<file path="config.mk">
export PLATFORM = sky130hd
export DESIGN_NAME = bfh_ram
export DESIGN_NICKNAME = d
export VERILOG_FILES = /design/src/hw/rtl/best_fit_heap_allocator_assert.svh /design/src/hw/rtl/bfh_ram.sv
export SDC_FILE = /design/constraint.sdc
export NUM_CORES = 1
export LEC_CHECK = 0
export BUFFER_PORTS_ARGS = -buffer_cell sky130_fd_sc_hd__buf_4
export CORE_MARGIN = 10
export CORE_UTILIZATION = 45
export CTS_CLUSTER_SIZE = 24
export DETAILED_ROUTE_END_ITERATION = 10
export PLACE_DENSITY = 0.67
export SYNTH_ARGS = -nofsm -noshare
export SYNTH_HDL_FRONTEND = slang
export SYNTH_SLANG_ARGS = --single-unit
export TNS_END_PERCENT = 5
</file>
<file path="constraint.sdc">
create_clock -name clk -period 2 [get_ports clk]
set_clock_uncertainty 0.05 [all_clocks]
set_input_delay 0.2 -clock clk [delete_from_list [all_inputs] [get_ports clk]]
set_output_delay 0.2 -clock clk [all_outputs]
set_load 0.02 [all_outputs]
</file>
<file path="src/hw/rtl/best_fit_heap_allocator_assert.svh">
// Assertion macros shared by the heap allocator RTL
`ifndef BEST_FIT_HEAP_ALLOCATOR_ASSERT_SVH
`define BEST_FIT_HEAP_ALLOCATOR_ASSERT_SVH
// Implication checked on every clock edge outside reset
`define BFH_ASSERT_IMP(label, ante, cons) \
    label: assert property (@(posedge clk) disable iff (!rst_n) (ante) |-> (cons)) \
        else $error("assertion failed");
// Next-cycle implication checked outside reset
`define BFH_ASSERT_NEXT(label, ante, cons) \
    label: assert property (@(posedge clk) disable iff (!rst_n) (ante) |=> (cons)) \
        else $error("assertion failed");
`endif

</file>
<file path="src/hw/rtl/bfh_ram.sv">
// Generic single-port RAM with registered read
`timescale 1ns / 1ps
module bfh_ram #(
    parameter int WIDTH = 8,
    parameter int DEPTH = 16
) (
    input  logic                     clk,
    input  logic                     we,
    input  logic [$clog2(DEPTH)-1:0] addr,
    input  logic [WIDTH-1:0]         wdata,
    output logic [WIDTH-1:0]         rdata
);
    logic [WIDTH-1:0] mem [DEPTH];
    always_ff @(posedge clk)
    begin
        if (we)
        begin
            mem[addr] <= wdata;
        end
        rdata <= mem[addr];
    end
endmodule

</file>
Word-level counts from Yosys, hierarchy flattened
Memory sizes are Yosys's and may differ from the RTL's. A register that Yosys moved wholly into a read port is not among the register bits.
Index checks and enable logic that the tools add are counted.

word-level totals
  flip-flop bits (word level) = 0
  bits in writable memories = 128
  input port bits = 14
  output and inout bits = 8
  word-level logic and storage cells = 3
  memories = 1

memory list
  memory  words  width  rd ports  clocked after Yosys merged registers in  wr ports  RTL line       source
  mem     16     8      1         1                                        1         bfh_ram.sv:13  logic [WIDTH-1:0] mem [DEPTH];

operators by class
  multiplexer cells = 2

operator list
  kind               number
  1-bit two-way mux  2

Longest topological paths before layout
Gate-level depths: netlist of run 1.

  depth in word-level cells = 2
  mapped depth = 5
  gate-level depth less buffers = 3

Least setup slack after synthesis of run 1
Ideal clock, no wire load.

  kind = input to register
  start point = input addr[2]
  end point = memory mem[0][0] (enable)
  setup time = 0.383 ns
  arrival time = 1.310 ns
  data required time = 1.567 ns
  slack = 0.257 ns
  stages on the path = 2
  path buffers = 0
  path through = or3b_2 > nor3_1

RTL lines
  element      RTL line       source
  from (decl)  bfh_ram.sv:9   input logic [$clog2(DEPTH)-1:0] addr,
  to (decl)    bfh_ram.sv:13

Straight into the memory's write port.

==> run summary, run 1 <==
Final hold vios: 0
Die X: 126 um
Area Overhead vs Synth: 20.2%
Outcome: finished, final reports clean
Leakage: 0.00205 uW
Worst Path Max Fanout: 1
Residual DRC: 0
Critical path startpoint category: flip-flop
Hold_ws: 0.0577 ns
CP Data Arrival Time: 1.65 ns
Critical setup path kind: flip-flop to flip-flop
Period utilisation layout: 0.710
Die Height: 126 um
Routed wire length: 9580 um
Peak supply drop: 659 uV
Met1 usage: 0.155
Highest Clock Rate: 0.704 GHz
DR vias/cell: 5.40
Synth warn: 0
Net Count, Synth: 244
Critical Path End Type: flip-flop
Layout cells sized above 1: 0.362
CTS tree: yes
Post-synthesis register bit count: 136
Vias in the first global route: 2656
Clock tree sinks: 136
Synth Area per Inst: 22.0 um^2
Synth top area cells: edfxtp_1 76%, mux4_2 14%, dfxtp_1 3.2%, a22oi_1 2.4%, nor2_1 0.96%
Initial DRT Pass Iterations: 5
Setup TNS: 0 ns
GRT busiest layer: met2
Clock latency on the worst-skew pair: 0.40 ns
Pwr Density: 1050 mW/mm^2
Met2 global-route usage: 0.209
Final min period: 1.42 ns
Max Root-Sink Buffers: 2
CTS Buf Count: 17
# setup viols final: 0
N_diodes: 0
# Max-Cap Violations: 0
Synth Instances: 230
PostCTS Resize Cnt: 0
Met3 Track Usage GR: 0.0407
Placement row count: 38
DR vias: 2367
Iter 0 DRT Violations: 240
Layout net count: 299
Number of port buffers: 21
Critical Path RT: 2.23 ns
Worst rel slew slack: 0.629
Hold Path Class: input pin to flip-flop
Area share of the largest cell type after synthesis: 0.759
Final Max Tran Viols: 0
Die area: 0.0159 mm^2
Largest net degree at the start of global routing: 40
Global-route wire length before repair: 15300 um
GPL Wtd Cong: 0.743
Root buf cell: clkbuf_16
RSZ-0062 raised after global routing: false
Sequential share of the synthesized area: 0.790
Detailed Place HPWL: 6250 um
Least-Margin Pin Slew: 0.556 ns
Core area: 0.0109 mm^2
Library cells used by synthesis: 18
Post-route ant nets: 0
# hold bufs at CTS: 0
CTS H-tree depth: 4
GRT Residual Overflow: 0
Initial antenna violation count: 0
Drt wl/cell: 21.9 um
Ports: 22
Clk pin slew, worst setup/hold paths: 0.06 ns
Setup Buffers After CTS: 0
Initial Util: 0.463
Post-synth top area cell: edfxtp_1
Synthesized area: 0.00507 mm^2
GRT Total Usage: 0.128
synth_stat cells (all sizes together):
cell type,n
a22oi,16
and2,1
buf,8
clkbuf,3
dfxtp,8
edfxtp,128
mux4,32
nand2,9
nand2b,2
nand3,1
nand3b,2
nor2,13
nor2b,2
nor3,4
or3b,1
power breakdown:
group          total, uW  internal, uW  switching [uW]  leakage, uW
registers           3210          3190            22.1      0.00122
clock network       2830          1760            1070     0.000271
logic                334           148             186     0.000553
total               6370          5090            1280      0.00205
layer usage:
layer / part of all wire / routed length [um] / up-vias
li1: - / - / 1075
met1: 0.42 / 4030 / 1237
met2: 0.53 / 5060 / 48
met3: 0.040 / 386 / 7
met4: 0.011 / 102 / 0
met5: 0 / 0 / -
cells in the final DEF (no fill, tap or decap), types with 3 or more instances in the layout:
cell type  netlist  final
edfxtp_1       128    128
buf_4            0     46
mux4_2          32     32
clkbuf_16        0     17
a22oi_1         16     16
nor2_1          13     13
nand2_1          9      9
dfxtp_1          8      8
clkinv_2         0      6
nor3_1           4      4
clkbuf_1         2      3
state kept, by name, summed over array words and instances (netlist names):
register and count:
mem 128, rdata 8
final timing paths:
| check | cells after the start | slack, ns | start | end |
|---|---|---|---|---|
| setup / recovery | 3 | 0.58 | mem[3][1] | rdata[1] |
| hold / removal | 1 | 0.06 | wdata[6] | mem[4][6] |
| setup reg to reg | 3 | 0.58 | mem[3][1] | rdata[1] |
| hold reg to reg | 3 | 0.64 | mem[4][2] | rdata[2] |
worst max-delay path, cell delays in order (launching register included):
cell and delay (ns):
edfxtp_1 0.37, mux4_2 0.47, a22oi_1 0.30, nand2_1 0.10
cell families after synthesis:
group,count (synthesis),share of synthesized area
AND/OR/NAND/NOR,35,0.0321
flip-flops,136,0.790
multiplexers,32,0.142
AO/OA/AOI/OAI,16,0.0237
buffers and inverters,11,0.0119
metrics by stage:
| step | power [uW] | util | setup WS (ns) | instance area [um^2] | instances |
|---|---|---|---|---|---|
| floorplan | 3450 | - | 0.257 | 5070 | 230 |
| global placement | 3600 | 0.507 | 0.192 | 5550 | 406 |
| detailed placement | 3610 | 0.507 | 0.186 | 5550 | 406 |
| CTS | 6430 | 0.557 | 0.575 | 6090 | 438 |
| global route | 6590 | 0.557 | 0.518 | 6090 | 438 |
| finish | 6370 | 0.557 | 0.579 | 6090 | 438 |
cell type report:
type | count | area [um^2]
multi-input combinational | 83 | 1000
clock inverter | 10 | 80.1
sequential | 136 | 4000
clock buffer | 22 | 464
fill | 814 | 4840
timing repair buffer | 47 | 365
tap | 140 | 175
No activity file was read; power rests on OpenSTA's default activity.
==> run 2: changes to the inputs <==
PLACE_DENSITY = 0.7   (was 0.67)
clock period = 1.2 ns   (was 2 ns; I/O delays follow)
==> run 2 against run 1 <==
Against the previous run: the flow now finishes with violations (setup timing); global-route usage rose by 0.28 points; combinational power rose by 110%; flip-flop and latch count did not move; worst hold slack improved by 0.16 ns; via count rose by 2.9%; die area did not move; non-clock buffer count rose by 8; count of clock-buffer cells in the layout fell by 4; sequential share of layout area fell by 5.2 points; critical path depth did not move; highest routed layer unchanged.
==> run summary, run 2 (same netlist as run 1, synthesis figures left out) <==
Outcome: finished, violations left
Failing checks: setup timing
CTS H-tree depth: 4 (unchanged)
Reg-to-reg slack, setup: -0.15 ns (-0.73 ns)
Critical Path End Type: flip-flop
Drt wl/cell: 21.9 um (+0.14%)
# setup viols final: 8 (+8)
Clk pin slew, worst setup/hold paths: 0.06 ns (about the same)
Final min period: 1.35 ns (-0.0685 ns)
Final Max Tran Viols: 0 (unchanged)
Reg2reg end: rdata[4]
Critical Path RT: 1.43 ns (-0.80 ns)
Routed wire length: 9760 um (+2.0%)
Iter 0 DRT Violations: 322 (+34%)
Largest regs: mem: 128 flops, rdata: 8 flops
WHS Endpoint: mem[2][1]
Worst Slack Setup Final: -0.152 ns (-0.732 ns)
Peak supply drop: 998 uV (+51%)
CTS tree: yes
Vias in the first global route: 2634 (-0.83%)
Initial Util: 0.463 (unchanged)
Pwr Density: 1740 mW/mm^2 (+67%)
Residual DRC: 0 (unchanged)
Global-route wire length before repair: 15800 um (+3.4%)
Worst rel slew slack: 0.355 (-0.274)
Dpl cells: 406 (unchanged)
Final non-filler cell total: 446 (+1.8%)
Detailed Place HPWL: 6380 um (+2.0%)
Largest Register: mem
Critical path startpoint category: flip-flop
Die Height: 126 um (unchanged)
Setup Buffers After CTS: 0 (unchanged)
Hold Path Class: input pin to flip-flop
Commonest non-fill, non-tap cell in the layout: edfxtp_1
CP Data Arrival Time: 1.58 ns (-0.07 ns)
GPL Wtd Cong: 0.748 (+0.66%)
N_diodes: 0 (unchanged)
Leakage: 0.00217 uW (+6.1%)
Ports: 22 (unchanged)
# Max-Cap Violations: 0 (unchanged)
GRT Residual Overflow: 0 (unchanged)
Clock tree sinks: 136 (unchanged)
Hold Startpoint: addr[3]
Core area: 0.0109 mm^2 (unchanged)
Layout net count: 307 (+2.7%)
Largest net degree at the start of global routing: 23 (-43%)
Clock latency on the worst-skew pair: 0.41 ns (about the same)
Placed cell area: 0.00586 mm^2 (+5.6%)
Worst Path Max Fanout: 1 (unchanged)
Hold_ws: 0.215 ns (+0.157 ns)
Area Overhead vs Synth: 30.5%
Max Root-Sink Buffers: 2 (unchanged)
Placement row count: 38 (unchanged)
Die area: 0.0159 mm^2 (unchanged)
FF-to-FF Start: mem[11][4]
Fin area: 0.00662 mm^2 (+8.6%)
DR vias/cell: 5.46 (+1.1%)
RSZ-0062 raised after global routing: true
Hold path depth: 3 (+2)
GRT Total Usage: 0.131 (+0.00276)
Die X: 126 um (unchanged)
Highest Clock Rate: 0.739 GHz (+5.1%)
Period utilisation layout: 1.13 (+0.417)
CTS Buf Count: 17 (unchanged)
Root buf cell: clkbuf_16
Number of port buffers: 21 (unchanged)
Max FFs per register: 128 (unchanged)
Post-route ant nets: 0 (unchanged)
Critical setup path kind: flip-flop to flip-flop
Least-Margin Pin Slew: 0.966 ns (+0.410 ns)
Layout cells sized above 1: 0.451 (+0.0886)
Most frequent cells in the layout: 128 x edfxtp_1, 33 x buf_4, 32 x mux4_2
Initial antenna violation count: 0 (unchanged)
DR vias: 2436 (+2.9%)
Cell depth of the worst flop-to-flop path: 3 (unchanged)
Initial DRT Pass Iterations: 4 (-1)
Final hold vios: 0 (unchanged)
## run 2: changes by cell type in the layout (fill, tap and decap cells not counted), moves of 5 or more
| cell | change |
|---|---|
| buf_4 | -13 |
| nor2_1 | -12 |
| buf_12 | +13 |
| nor2_4 | +12 |
| clkinv_2 | -5 |
| a22oi_2 | +8 |
| a22oi_1 | -8 |
| dlygate4sd3_1 | +8 |
## run 2: power breakdown
group / total (uW) / leakage [uW] / switching [uW] / internal [uW]
sequential: 5340 / 0.00122 / 33.1 / 5310
combinational: 690 / 0.000648 / 370 / 321
clock: 5490 / 0.000301 / 1940 / 3550
total: 11500 / 0.00217 / 2340 / 9180
## run 2: worst max-delay path: stages (launching register included)
cell      delay [ns]
edfxtp_1        0.36
mux4_2          0.49
a22oi_2         0.24
nand2_1         0.08
## run 2: layout make-up
class / count / area, um^2
fillers: 774 / 4320
flip-flops and latches: 136 / 4000
multi-input cells: 83 / 1190
repair buffers: 55 / 608
clock buffers: 18 / 439
clock inverters: 14 / 195
well taps: 140 / 175
## run 2: what timing repair did
item,4_1_cts,5_1_grt
hold endpoints to repair,128,0
resized for setup,7,1
pin swaps,9,1
setup endpoints to repair,8,8
hold buffers,8,0
## run 2: metal layers
metal,up-vias,track usage,share of wire
li1,1096,-,-
met1,1263,0.166,0.43
met2,68,0.207,0.51
met3,9,0.0398,0.045
met4,0,0.0482,0.012
met5,-,0,0
## run 2: worst max-delay path by stage
stage | from | to | slack [ns] | depth (start not counted)
3_5_place_dp | addr[0] | rdata[4] | -0.42 | 5
3_3_place_gp | addr[0] | rdata[1] | -0.39 | 5
5_1_grt | mem[11][4] | rdata[4] | -0.19 | 3
6_report | mem[11][4] | rdata[4] | -0.15 | 3
2_1_floorplan | addr[2] | mem[0][0] | -0.10 | 2
4_1_cts | mem[11][4] | rdata[4] | -0.14 | 3
## run 2: metrics by stage
step / setup TNS, ns / total power, uW / worst slack [ns] / util
final: -0.846 / 11500 / -0.152 / 0.605
after global routing: -1.19 / 11900 / -0.185 / 0.605
after CTS: -0.857 / 11600 / -0.136 / 0.604
after detailed placement: -24.74 / 6100 / -0.416 / 0.536
after global placement: -24.05 / 6090 / -0.395 / 0.536
after floorplan: -8.75 / 5790 / -0.104 / -
